File: config.mk
export PLATFORM = sky130hd
export DESIGN_NAME = identifier_segment_validator_top_flat
export DESIGN_NICKNAME = d
export VERILOG_FILES = /design/src/rtl/core/isv_pkg.sv /design/src/rtl/core/isv_ifs.sv /design/src/rtl/core/isv_step.sv /design/src/rtl/core/identifier_segment_validator_top.sv /design/src/flat_wrapper.sv
export SDC_FILE = /design/constraint.sdc
export NUM_CORES = 1
export LEC_CHECK = 0
export BUFFER_PORTS_ARGS = -buffer_cell sky130_fd_sc_hd__buf_4
export CAP_MARGIN = 10
export CORE_MARGIN = 2
export CORE_UTILIZATION = 38
export CTS_CLUSTER_DIAMETER = 80
export DETAILED_ROUTE_END_ITERATION = 8
export PLACE_DENSITY = 0.63
export SLEW_MARGIN = 0
export SYNTH_ARGS = -nofsm -noshare
export SYNTH_HDL_FRONTEND = slang
export SYNTH_SLANG_ARGS = --single-unit
File: constraint.sdc
create_clock -name i_clk -period 9.14 [get_ports i_clk]
set_input_delay 1.828 -clock i_clk [delete_from_list [all_inputs] [get_ports i_clk]]
set_output_delay 1.828 -clock i_clk [all_outputs]
set_load 0.01 [all_outputs]
File: src/rtl/core/isv_pkg.sv
// identifier segment validator: shared types, limits, status codes and character tests
// no dependencies; used by the interfaces' users, the step logic and the top level
`timescale 1ns / 1ps

package isv_pkg;

    // limits of the identifier and of one segment
    localparam int unsigned MAX_LENGTH  = 255;
    localparam int unsigned MAX_SEGMENT = 64;

    // counters hold one past the limit so that they saturate there
    localparam int unsigned TOT_W = $clog2(MAX_LENGTH + 2);
    localparam int unsigned SEG_W = $clog2(MAX_SEGMENT + 2);

    // number of leading segment bytes kept for the reserved name check
    localparam int unsigned HEAD_BYTES = 4;

    // status codes
    typedef enum logic [3:0] {
        ST_OK        = 4'd0,
        ST_EMPTY     = 4'd1,
        ST_TOO_LONG  = 4'd2,
        ST_CONTROL   = 4'd3,
        ST_BAD_DOT   = 4'd4,
        ST_RESERVED  = 4'd5,
        ST_BAD_START = 4'd6,
        ST_BAD_CHAR  = 4'd7,
        ST_SEG_LONG  = 4'd8,
        ST_TRAIL_DOT = 4'd9
    } t_status;

    // special characters
    localparam logic [7:0] CH_SPACE = 8'h20;
    localparam logic [7:0] CH_DEL   = 8'h7f;
    localparam logic [7:0] CH_DOT   = 8'h2e;
    localparam logic [7:0] CH_UNDER = 8'h5f;
    localparam logic [7:0] CH_DASH  = 8'h2d;
    localparam logic [7:0] CH_A_LO  = 8'h61;
    localparam logic [7:0] CH_Z_LO  = 8'h7a;
    localparam logic [7:0] CH_0     = 8'h30;
    localparam logic [7:0] CH_1     = 8'h31;
    localparam logic [7:0] CH_9     = 8'h39;

    // reserved device names, first character in the low byte
    localparam logic [23:0] RES_CON = 24'h6e6f63;
    localparam logic [23:0] RES_PRN = 24'h6e7270;
    localparam logic [23:0] RES_AUX = 24'h787561;
    localparam logic [23:0] RES_NUL = 24'h6c756e;
    localparam logic [23:0] RES_COM = 24'h6d6f63;
    localparam logic [23:0] RES_LPT = 24'h74706c;

    // one request on the input channel
    typedef struct packed {
        logic [7:0] char_byte;
        logic       dotted;
        logic       last_item;
        logic       empty_marker;
    } t_item;

    // running state over one identifier
    typedef struct packed {
        logic                    at_start;
        logic [SEG_W-1:0]        seg_len;
        logic [TOT_W-1:0]        tot_len;
        logic [8*HEAD_BYTES-1:0] head;
        t_status                 first_err;
    } t_scan;

    localparam t_scan SCAN_RESET = '{
        at_start:  1'b1,
        seg_len:   '0,
        tot_len:   '0,
        head:      '0,
        first_err: ST_OK
    };

    // lowercase letter or digit
    function automatic logic lower_alnum(input logic [7:0] c);
        lower_alnum = (c >= CH_A_LO && c <= CH_Z_LO) || (c >= CH_0 && c <= CH_9);
    endfunction

    // any character allowed after the segment start
    function automatic logic seg_char(input logic [7:0] c);
        seg_char = lower_alnum(c) || c == CH_UNDER || c == CH_DASH;
    endfunction

    // segment matches a reserved device name
    function automatic logic seg_reserved(input logic [8*HEAD_BYTES-1:0] head,
                                          input logic [SEG_W-1:0]        seg_len);
        logic three;
        logic four;
        three = (seg_len == SEG_W'(3)) &&
                (head[23:0] == RES_CON || head[23:0] == RES_PRN ||
                 head[23:0] == RES_AUX || head[23:0] == RES_NUL);
        four  = (seg_len == SEG_W'(4)) &&
                (head[23:0] == RES_COM || head[23:0] == RES_LPT) &&
                head[31:24] >= CH_1 && head[31:24] <= CH_9;
        seg_reserved = three || four;
    endfunction

endpackage

File: src/rtl/core/isv_ifs.sv
// identifier segment validator: input and result channel interfaces
// no dependencies; valid/ready handshake with the payload fields alongside
`timescale 1ns / 1ps

interface isv_in_if;
    logic       valid;
    logic       ready;
    logic [7:0] char_byte;
    logic       dotted;
    logic       last_item;
    logic       empty_marker;

    modport source (output valid, char_byte, dotted, last_item, empty_marker, input ready);
    modport sink   (input valid, char_byte, dotted, last_item, empty_marker, output ready);
endinterface

interface isv_out_if;
    logic       valid;
    logic       ready;
    logic [3:0] status;

    modport source (output valid, status, input ready);
    modport sink   (input valid, status, output ready);
endinterface

File: src/rtl/core/isv_step.sv
// identifier segment validator: per-byte rule checks and end-of-string status
// depends on isv_pkg; purely combinational, one request per evaluation
`timescale 1ns / 1ps

module isv_step import isv_pkg::*; (
    input  t_scan   i_scan,
    input  t_item   i_item,
    output t_scan   o_scan,
    output t_status o_status
);

    t_scan      upd;
    logic [7:0] c;

    assign c = i_item.char_byte;

    // fold one byte into the running state
    always_comb begin
        upd = i_scan;
        if (!i_item.empty_marker) begin
            if (i_scan.tot_len <= TOT_W'(MAX_LENGTH)) begin
                upd.tot_len = i_scan.tot_len + TOT_W'(1);
            end
            if (i_scan.first_err == ST_OK) begin
                if (c < CH_SPACE || c == CH_DEL) begin
                    upd.first_err = ST_CONTROL;
                end else if (c == CH_DOT) begin
                    if (!i_item.dotted || i_scan.at_start) begin
                        upd.first_err = ST_BAD_DOT;
                    end else if (seg_reserved(i_scan.head, i_scan.seg_len)) begin
                        upd.first_err = ST_RESERVED;
                    end else begin
                        upd.at_start = 1'b1;
                        upd.seg_len  = '0;
                        upd.head     = '0;
                    end
                end else if (i_scan.at_start && !lower_alnum(c)) begin
                    upd.first_err = ST_BAD_START;
                end else if (!seg_char(c)) begin
                    upd.first_err = ST_BAD_CHAR;
                end else begin
                    upd.at_start = 1'b0;
                    // keep the leading bytes for the reserved name check
                    if (i_scan.seg_len < SEG_W'(HEAD_BYTES)) begin
                        upd.head[{i_scan.seg_len[1:0], 3'b000} +: 8] =
                            i_scan.head[{i_scan.seg_len[1:0], 3'b000} +: 8] | c;
                    end
                    if (i_scan.seg_len <= SEG_W'(MAX_SEGMENT)) begin
                        upd.seg_len = i_scan.seg_len + SEG_W'(1);
                    end
                    if (upd.seg_len > SEG_W'(MAX_SEGMENT)) begin
                        upd.first_err = ST_SEG_LONG;
                    end
                end
            end
        end
    end

    // end-of-string status, too long overrides a latched error
    always_comb begin
        if (upd.tot_len == '0) begin
            o_status = ST_EMPTY;
        end else if (upd.tot_len > TOT_W'(MAX_LENGTH)) begin
            o_status = ST_TOO_LONG;
        end else if (upd.first_err != ST_OK) begin
            o_status = upd.first_err;
        end else if (upd.at_start) begin
            o_status = ST_TRAIL_DOT;
        end else if (seg_reserved(upd.head, upd.seg_len)) begin
            o_status = ST_RESERVED;
        end else begin
            o_status = ST_OK;
        end
    end

    // the last request clears the state for the next string
    assign o_scan = i_item.last_item ? SCAN_RESET : upd;

endmodule

File: src/rtl/core/identifier_segment_validator_top.sv
// identifier segment validator: top level with input register, state and result register
// depends on isv_pkg, isv_in_if / isv_out_if and isv_step
//
//   channel   dir   fields                                        request
//   i_in      in    char_byte, dotted, last_item, empty_marker    one byte of the identifier
//   o_out     out   status                                        one status per string
//
// one request is taken every cycle unless a last request waits on a stalled result; the result
// passes through the input register, then the result register fed by the byte-check logic
// a stalled result holds only requests marked last: plain bytes keep flowing
// reset is synchronous, active low, and clears the scan state and both valid flags
`timescale 1ns / 1ps

module identifier_segment_validator_top import isv_pkg::*; (
    input  logic          i_clk,
    input  logic          i_rst_n,
    isv_in_if.sink        i_in,
    isv_out_if.source     o_out
);

    logic    r_in_valid;
    t_item   r_in;
    t_scan   r_scan;
    logic    r_out_valid;
    t_status r_out_status;

    t_scan   n_scan;
    t_status step_status;
    logic    advance;

    // the held request moves on unless it carries a result that cannot be stored
    assign advance    = r_in_valid &&
                        (!r_in.last_item || !r_out_valid || o_out.ready);
    assign i_in.ready = !r_in_valid || advance;

    isv_step u_step (
        .i_scan   (r_scan),
        .i_item   (r_in),
        .o_scan   (n_scan),
        .o_status (step_status)
    );

    // input register
    always_ff @(posedge i_clk) begin
        if (!i_rst_n) begin
            r_in_valid <= 1'b0;
        end else if (i_in.ready) begin
            r_in_valid <= i_in.valid;
        end
    end

    always_ff @(posedge i_clk) begin
        if (i_in.valid && i_in.ready) begin
            r_in.char_byte    <= i_in.char_byte;
            r_in.dotted       <= i_in.dotted;
            r_in.last_item    <= i_in.last_item;
            r_in.empty_marker <= i_in.empty_marker;
        end
    end

    // scan state
    always_ff @(posedge i_clk) begin
        if (!i_rst_n) begin
            r_scan <= SCAN_RESET;
        end else if (advance) begin
            r_scan <= n_scan;
        end
    end

    // result register
    always_ff @(posedge i_clk) begin
        if (!i_rst_n) begin
            r_out_valid <= 1'b0;
        end else if (advance && r_in.last_item) begin
            r_out_valid <= 1'b1;
        end else if (o_out.ready) begin
            r_out_valid <= 1'b0;
        end
    end

    always_ff @(posedge i_clk) begin
        if (advance && r_in.last_item) begin
            r_out_status <= step_status;
        end
    end

    assign o_out.valid  = r_out_valid;
    assign o_out.status = r_out_status;

endmodule
File: src/flat_wrapper.sv
// flat-port wrapper written by rule: the top's interface ports become plain ports
module identifier_segment_validator_top_flat import isv_pkg::*;
  (i_clk, i_rst_n, i_in_valid, i_in_char_byte, i_in_dotted, i_in_last_item, i_in_empty_marker, i_in_ready, o_out_valid, o_out_status, o_out_ready);
  isv_in_if i_in_i ();
  isv_out_if o_out_i ();
  input  logic i_clk;
  input  logic i_rst_n;
  input wire logic [$bits(i_in_i.valid)-1:0] i_in_valid;
  input wire logic [$bits(i_in_i.char_byte)-1:0] i_in_char_byte;
  input wire logic [$bits(i_in_i.dotted)-1:0] i_in_dotted;
  input wire logic [$bits(i_in_i.last_item)-1:0] i_in_last_item;
  input wire logic [$bits(i_in_i.empty_marker)-1:0] i_in_empty_marker;
  output wire logic [$bits(i_in_i.ready)-1:0] i_in_ready;
  output wire logic [$bits(o_out_i.valid)-1:0] o_out_valid;
  output wire logic [$bits(o_out_i.status)-1:0] o_out_status;
  input wire logic [$bits(o_out_i.ready)-1:0] o_out_ready;
  assign i_in_i.valid = i_in_valid;
  assign i_in_i.char_byte = i_in_char_byte;
  assign i_in_i.dotted = i_in_dotted;
  assign i_in_i.last_item = i_in_last_item;
  assign i_in_i.empty_marker = i_in_empty_marker;
  assign i_in_ready = i_in_i.ready;
  assign o_out_valid = o_out_i.valid;
  assign o_out_status = o_out_i.status;
  assign o_out_i.ready = o_out_ready;
  identifier_segment_validator_top u_core (.i_clk(i_clk), .i_rst_n(i_rst_n), .i_in(i_in_i), .o_out(o_out_i));
endmodule
==> impl_metrics.tcl, run 1 <==
set metrics [dict create \
    outcome "complete, no violations" \
    yosys_register_bits 70 \
    grt_max_degree 52 \
    route.detailed.drc 0 \
    setup-violations-final 0 \
    path_class "reg2reg" \
    r2r_slack_ps 3320 \
    wl_per_cell_um 26.6 \
    synth_seq_area_share_pct 27.9 \
    num_vias 5956 \
    switching_share_pct 30.2 \
    cap_violations 0 \
    ys_types 80 \
    p_per_area_mw_per_mm2 127 \
    crit_buf_inv 0 \
    grt_first_pass_wirelength_um 35600 \
    row_count 44 \
    die_h_um 125 \
    r2r-end "u_core.o_out.status[0]$_SDFFCE_PP1P_" \
    fmax_mhz 172 \
    die_area_mm2 0.0156 \
    finalCritPeriodShare_pct 63.7 \
    yosysWarningCount 0 \
    insertion_delay_ps 360 \
    dr.pass1.iters 5 \
    top_level_ports 21 \
    grt_setup_unrepaired "false" \
    cpLargestDelayFamily "compound AO/OA/AOI/OAI gates" \
    p_clk_share_pct 46.6 \
    syn_inst 717 \
    p_switching_uw 232 \
    path_max_fanout 23 \
    grt_antenna_before_repair 0 \
    async_flop_share_pct 0 \
    path_clk_slew_ps 70 \
    gp_congestion 1.01 \
    layout_setup_ws_ps 3320 \
    dp_hpwl_um 17800 \
    synthesis.area_mm2 0.00555 \
    hold_violations 0 \
    routed_via_density 6.66 \
    htreeDepth 3 \
    totalWireLength_um 23800 \
    cts.hold.buffers_added 0 \
    setup_tns_ps 0 \
    numCtsBuffers 9 \
    p_int_uw 535 \
    holdCritStartpoint "u_core.r_scan[3]$_SDFFE_PN0P_" \
    coreArea_mm2 0.0144 \
    avgSynthCellArea_um2 7.74 \
    endpoint_kind "register" \
    port_buffers 20 \
    post_cts_buffers 0 \
    cp-start-kind "register" \
    first_global_vias 5592 \
    p_leak_nw 1.96 \
    clock_skew_ps 7.53 \
    worstPathRequired_ps 9350 \
    min_path_cells 2 \
    critical_path_arrival_ps 6030 \
    timing.final.crit_period_ps 5820 \
    cts_tree "done" \
    totalPowerFinal_uw 767 \
    path_cells "ha_1 -> or3b_2 -> nor4_1 -> o2111ai_1 -> a21oi_1 -> or2_2 -> o31ai_2 -> nor4_4 -> o211ai_1 -> a2111oi_0 -> a221oi_1 -> a21oi_1" \
    path_common_cell "a21oi_1" \
    synth_flop_cell "dfxtp_1" \
    die_w_um 125 \
    fillers 1488 \
    cts_sinks 70 \
    grt-ovfl-total 0 \
    nets 727 \
    cp_slowest_cell "a2111oi_0" \
    vdd.ir_drop.worst_uv 91.2 \
    cts.path.max_buffers 2 \
    initial_core_util_pct 38.5 \
    r2r_start "u_core.r_scan[46]$_SDFFE_PN0P_" \
    antenna_left 0 \
    worstMarginPinSlew_ps 1190 \
    rr_worst_depth 12 \
    dp_worst_setup_slack_ps 3730 \
    comb_power_share_pct 10.2 \
    min_path_type "reg2reg" \
    drive_gt1_share_pct 10.1 \
    cts-root-buf "clkbuf_16" \
    drv_slew 0 \
    seqPwrFrac_pct 43.1 \
    synth_edf_count 15 \
    slew_headroom_pct 18.9 \
    whs_endpoint "u_core.r_scan[3]$_SDFFE_PN0P_" \
    n_antenna_cell 0 \
    grt_use_total_pct 30.4 \
    area_delta_synth_final_pct 9.06 \
    crit_path_max_incr_delay_ps 1020 \
    drtIter0Drc 715 \
    synth_nets 739 \
    cts_resized 0 \
]
-- layer usage --
metal	share of wire [%]	vias to the layer above	global-route usage, %
met3	8.3	68	7.17
met4	5.2	0	16.1
met1	42	2856	39.8
met2	44	326	46.5
li1	-	2706	-
met5	0	-	0
-- layout by cell type (no fill, tap or decap), types with 6 or more instances in the layout --
master | Yosys | layout
inv_1 | 11 | 11
nor2_1 | 68 | 68
nor4_1 | 12 | 12
and2_1 | 8 | 8
a22oi_1 | 32 | 32
o21ai_0 | 35 | 35
buf_4 | 0 | 25
ha_1 | 7 | 7
nand4b_1 | 9 | 9
nand2_1 | 58 | 58
or2_2 | 7 | 7
nor3b_1 | 6 | 6
nand3_1 | 27 | 27
dfxtp_1 | 55 | 55
or3_1 | 8 | 8
o211ai_1 | 7 | 7
edfxtp_1 | 15 | 15
o31ai_1 | 8 | 8
and3_1 | 12 | 12
a31oi_1 | 12 | 12
a211oi_1 | 7 | 7
nand2b_1 | 7 | 7
a21boi_0 | 10 | 10
clkbuf_16 | 0 | 9
nor3_1 | 33 | 33
nor2b_1 | 47 | 47
nand4_1 | 13 | 13
a21oi_1 | 41 | 41
-- worst register-to-register path: cells and delay by family, from the launching register on --
kind            cells  cell delay [ps]
compound gates      7             2530
fa+ha+maj           1              370
simple gates        4             1830
flops               1              940
-- worst max-delay path by stage --
stage,startpoint,to,slack (ps),cells past startpoint
after CTS,u_core.r_scan[46]$_SDFFE_PN0P_,u_core.o_out.status[0]$_SDFFCE_PP1P_,3720,12
after global routing,u_core.r_scan[46]$_SDFFE_PN0P_,u_core.o_out.status[0]$_SDFFCE_PP1P_,3150,12
final,u_core.r_scan[46]$_SDFFE_PN0P_,u_core.o_out.status[0]$_SDFFCE_PP1P_,3320,12
after detailed placement,u_core.r_scan[46]$_SDFFE_PN0P_,u_core.o_out.status[0]$_SDFFCE_PP1P_,3730,12
after floorplan,o_out_ready,i_in_ready,5140,2
after global placement,u_core.r_scan[46]$_SDFFE_PN0P_,u_core.o_out.status[0]$_SDFFCE_PP1P_,3850,12
-- flip-flops by register name, indices dropped and copies added, names as in the netlist --
signal / cells
u_core.r_in_valid: 1
u_core.o_out.status: 4
u_core.o_out.valid: 1
u_core.r_in: 11
u_core.r_scan: 53
-- Yosys cell counts, types with 4 or more instances --
| cell type | n | area, um^2 |
|---|---|---|
| or2_2 | 7 | 43.8 |
| a31oi_1 | 12 | 75.1 |
| o211ai_1 | 7 | 52.6 |
| o2111ai_1 | 4 | 35.0 |
| nor2b_1 | 47 | 294 |
| a21oi_1 | 41 | 205 |
| ha_1 | 7 | 87.6 |
| dfxtp_1 | 55 | 1100 |
| nand3_1 | 27 | 135 |
| nor4_1 | 12 | 75.1 |
| or3_1 | 8 | 50.1 |
| or4_1 | 4 | 30.0 |
| nor3b_1 | 6 | 45.0 |
| nand2_1 | 58 | 218 |
| o22ai_1 | 5 | 31.3 |
| inv_1 | 11 | 41.3 |
| a211o_1 | 4 | 35.0 |
| nand4_1 | 13 | 81.3 |
| a22o_1 | 4 | 35.0 |
| o31ai_1 | 8 | 60.1 |
| nand4b_1 | 9 | 78.8 |
| a211oi_1 | 7 | 52.6 |
| and2_1 | 8 | 50.1 |
| o21ai_0 | 35 | 175 |
| and4_1 | 5 | 43.8 |
| nor3_1 | 33 | 165 |
| clkbuf_1 | 39 | 146 |
| buf_2 | 4 | 20.0 |
| and3_1 | 12 | 75.1 |
| edfxtp_1 | 15 | 450 |
| a22oi_1 | 32 | 240 |
| nand3b_1 | 4 | 30.0 |
| a21boi_0 | 10 | 75.1 |
| nand2b_1 | 7 | 43.8 |
| nor2_1 | 68 | 255 |
| mux4_2 | 5 | 113 |
-- through the flow --
step	area, um^2	instances	util, %	hold slack, ps
floorplan	5550	717	-	459
global placement	5760	878	40.0	495
detailed placement	5760	878	40.0	497
CTS	6060	894	42.0	507
global route	6060	894	42.0	533
finish	6060	894	42.0	510
-- power by group through the flow --
stage	sequential [mW]	combinational [mW]	clock (mW)
6_report	0.331	0.0784	0.358
5_1_grt	0.332	0.0835	0.375
4_1_cts	0.331	0.0766	0.363
3_5_place_dp	0.338	0.0764	0
3_3_place_gp	0.337	0.0765	0
2_1_floorplan	0.332	0.0497	0
-- area by class of cell --
cell class | instances | area, um^2 | share of cell area, %
Multi-Input combinational cell | 588 | 3750 | 62.0
Sequential cell | 70 | 1550 | 25.6
Tap cell | 184 | 230 | 3.80
Clock buffer | 9 | 225 | 3.72
Timing Repair Buffer | 25 | 188 | 3.10
Clock inverter | 7 | 67.6 | 1.12
Inverter | 11 | 41.3 | 0.682
-- logic make-up (layout without fill, tap and decap cells) --
group	Yosys count	after routing	share of synthesized area, %
muxes	11	11	3.18
xor gates and xnor gates	6	6	0.947
buffers and inverters	59	52	4.48
adders and majority gates	7	7	1.58
AOI/OAI and AO/OA	214	214	26.8
DFF	70	70	27.9
and+or+nand+nor	350	350	35.1
Power figures use the tool's default switching activity.
==> run 2: changes to the inputs <==
PLACE_DENSITY = 0.65   (was 0.63)
clock period = 5 ns   (was 9.14 ns; I/O delays follow)
==> impl_metrics.tcl, run 2 (synthesis results as in run 1) <==
set metrics [dict create \
    fmax_mhz 217 \
    drive_gt1_share_pct 10.9 \
    stdcell_count 901 \
    cts.path.max_buffers 2 \
    route.detailed.drc 0 \
    numCtsBuffers 9 \
    grt_max_degree 52 \
    row_count 44 \
    setup-violations-final 0 \
    die_h_um 125 \
    first_global_vias 5411 \
    grt_setup_unrepaired "false" \
    cts_resized 0 \
    finalCritPeriodShare_pct 92.3 \
    path_common_cell "a21oi_1" \
    crit_buf_inv 0 \
    n_antenna_cell 0 \
    totalWireLength_um 20700 \
    post_cts_buffers 0 \
    layout_common_cells "nor2_1, nand2_1, dfxtp_1, nor2b_1, a21oi_1" \
    cpLargestDelayFamily "compound AO/OA/AOI/OAI gates" \
    dp_hpwl_um 15700 \
    wl_per_cell_um 23.0 \
    nets 734 \
    path_class "reg2reg" \
    path_clk_slew_ps 60 \
    largest_register_ff_count 53 \
    path_max_fanout 11 \
    routed_via_density 6.60 \
    cts_sinks 70 \
    crit_path_max_incr_delay_ps 670 \
    cp-start-kind "register" \
    dp_worst_setup_slack_ps 613 \
    hold_violations 0 \
    layout_commonest_cell "nor2_1" \
    grt_first_pass_wirelength_um 32400 \
    critical_path_arrival_ps 4810 \
    initial_core_util_pct 38.5 \
    cts-root-buf "clkbuf_16" \
    path_cells "ha_1 -> or3b_2 -> nor4_1 -> o2111ai_1 -> a21oi_1 -> or2_2 -> o31ai_2 -> nor4_4 -> o211ai_1 -> a2111oi_0 -> a221oi_1 -> a21oi_1" \
    area_delta_synth_final_pct 9.98 \
    p_leak_nw 2.00 \
    endpoint_kind "register" \
    cap_violations 0 \
    worstMarginPinSlew_ps 862 \
    grt_antenna_before_repair 0 \
    worstPathRequired_ps 5200 \
    antenna_left 0 \
    vdd.ir_drop.worst_uv 143 \
    die_w_um 125 \
    cts.hold.buffers_added 0 \
    coreArea_mm2 0.0144 \
    layout_setup_ws_ps 386 \
    p_per_area_mw_per_mm2 225 \
    cts_tree "done" \
    die_area_mm2 0.0156 \
    grt_use_total_pct 26.7 \
    insertion_delay_ps 350 \
    drtIter0Drc 680 \
    clock_skew_ps 6.10 \
    dr.pass1.iters 5 \
    timing.final.crit_period_ps 4610 \
    port_buffers 20 \
    cp_slowest_cell "a2111oi_0" \
    placed_cells 885 \
    gp_congestion 1.05 \
    setup_tns_ps 0 \
    grt-ovfl-total 0 \
    top_level_ports 21 \
    fin_util_pct 42.3 \
    slew_headroom_pct 42.0 \
    num_vias 5946 \
    drv_slew 0 \
    top_register "u_core.r_scan" \
    htreeDepth 3 \
    outcome "complete, no violations" \
    min_path_type "reg2reg" \
]
-- run 2: changes by cell type in the layout (fill, tap and decap cells not counted) --
cell and change:
clkinv_2 +1, clkinvlp_4 -1, clkbuf_16 +1, clkinv_4 -2
clkinv_8 -1, clkbuf_1 +1, buf_4 +7, inv_4 +1
-- run 2: report_power, final --
part           switching [mW]  total [mW]  internal [mW]  leakage, nW
Combinational          0.0931       0.138         0.0453         1.27
Sequential             0.0168       0.605          0.588        0.588
Clock                   0.262       0.632          0.370        0.146
Total                   0.372        1.37           1.00         2.00
-- run 2: tightest hold or removal path: cells and delay by family, from the launching register on --
family / cells / cell delay (ps)
simple gates: 2 / 160
flops: 1 / 320
-- run 2: path summary, 6_finish.rpt --
| path | from | endpoint | slack (ps) | cells after the start |
|---|---|---|---|---|
| worst max-delay path | u_core.r_scan[46]$_SDFFE_PN0P_ | u_core.o_out.status[0]$_SDFFCE_PP1P_ | 390 | 12 |
| worst min register to register | u_core.r_scan[3]$_SDFFE_PN0P_ | u_core.r_scan[3]$_SDFFE_PN0P_ | 520 | 2 |
| worst max register to register | u_core.r_scan[46]$_SDFFE_PN0P_ | u_core.o_out.status[0]$_SDFFCE_PP1P_ | 390 | 12 |
| worst min-delay path | u_core.r_scan[3]$_SDFFE_PN0P_ | u_core.r_scan[3]$_SDFFE_PN0P_ | 520 | 2 |
-- run 2: through the flow --
stage	area [um^2]	total power, mW	hold WS (ps)
detailed placement	5820	0.751	501
global route	6110	1.43	564
CTS	6110	1.39	523
floorplan	5550	0.697	459
finish	6110	1.37	519
global placement	5820	0.752	497
-- run 2: per-layer routing --
layer / vias to the layer above / GRT usage (%) / part of all wire (%)
li1: 2719 / - / -
met1: 2775 / 35.4 / 42
met2: 385 / 41.0 / 44
met3: 67 / 5.50 / 9.0
met4: 0 / 13.6 / 4.7
met5: - / 0 / 0
-- run 2: layout make-up --
cell class / count / area [um^2]
fill: 1466 / 8320
clock inverter: 5 / 37.5
timing repair buffer: 32 / 240
multi-input combinational: 588 / 3750
sequential: 70 / 1550
tap: 184 / 230
clock buffer: 11 / 254
inverter: 11 / 41.3
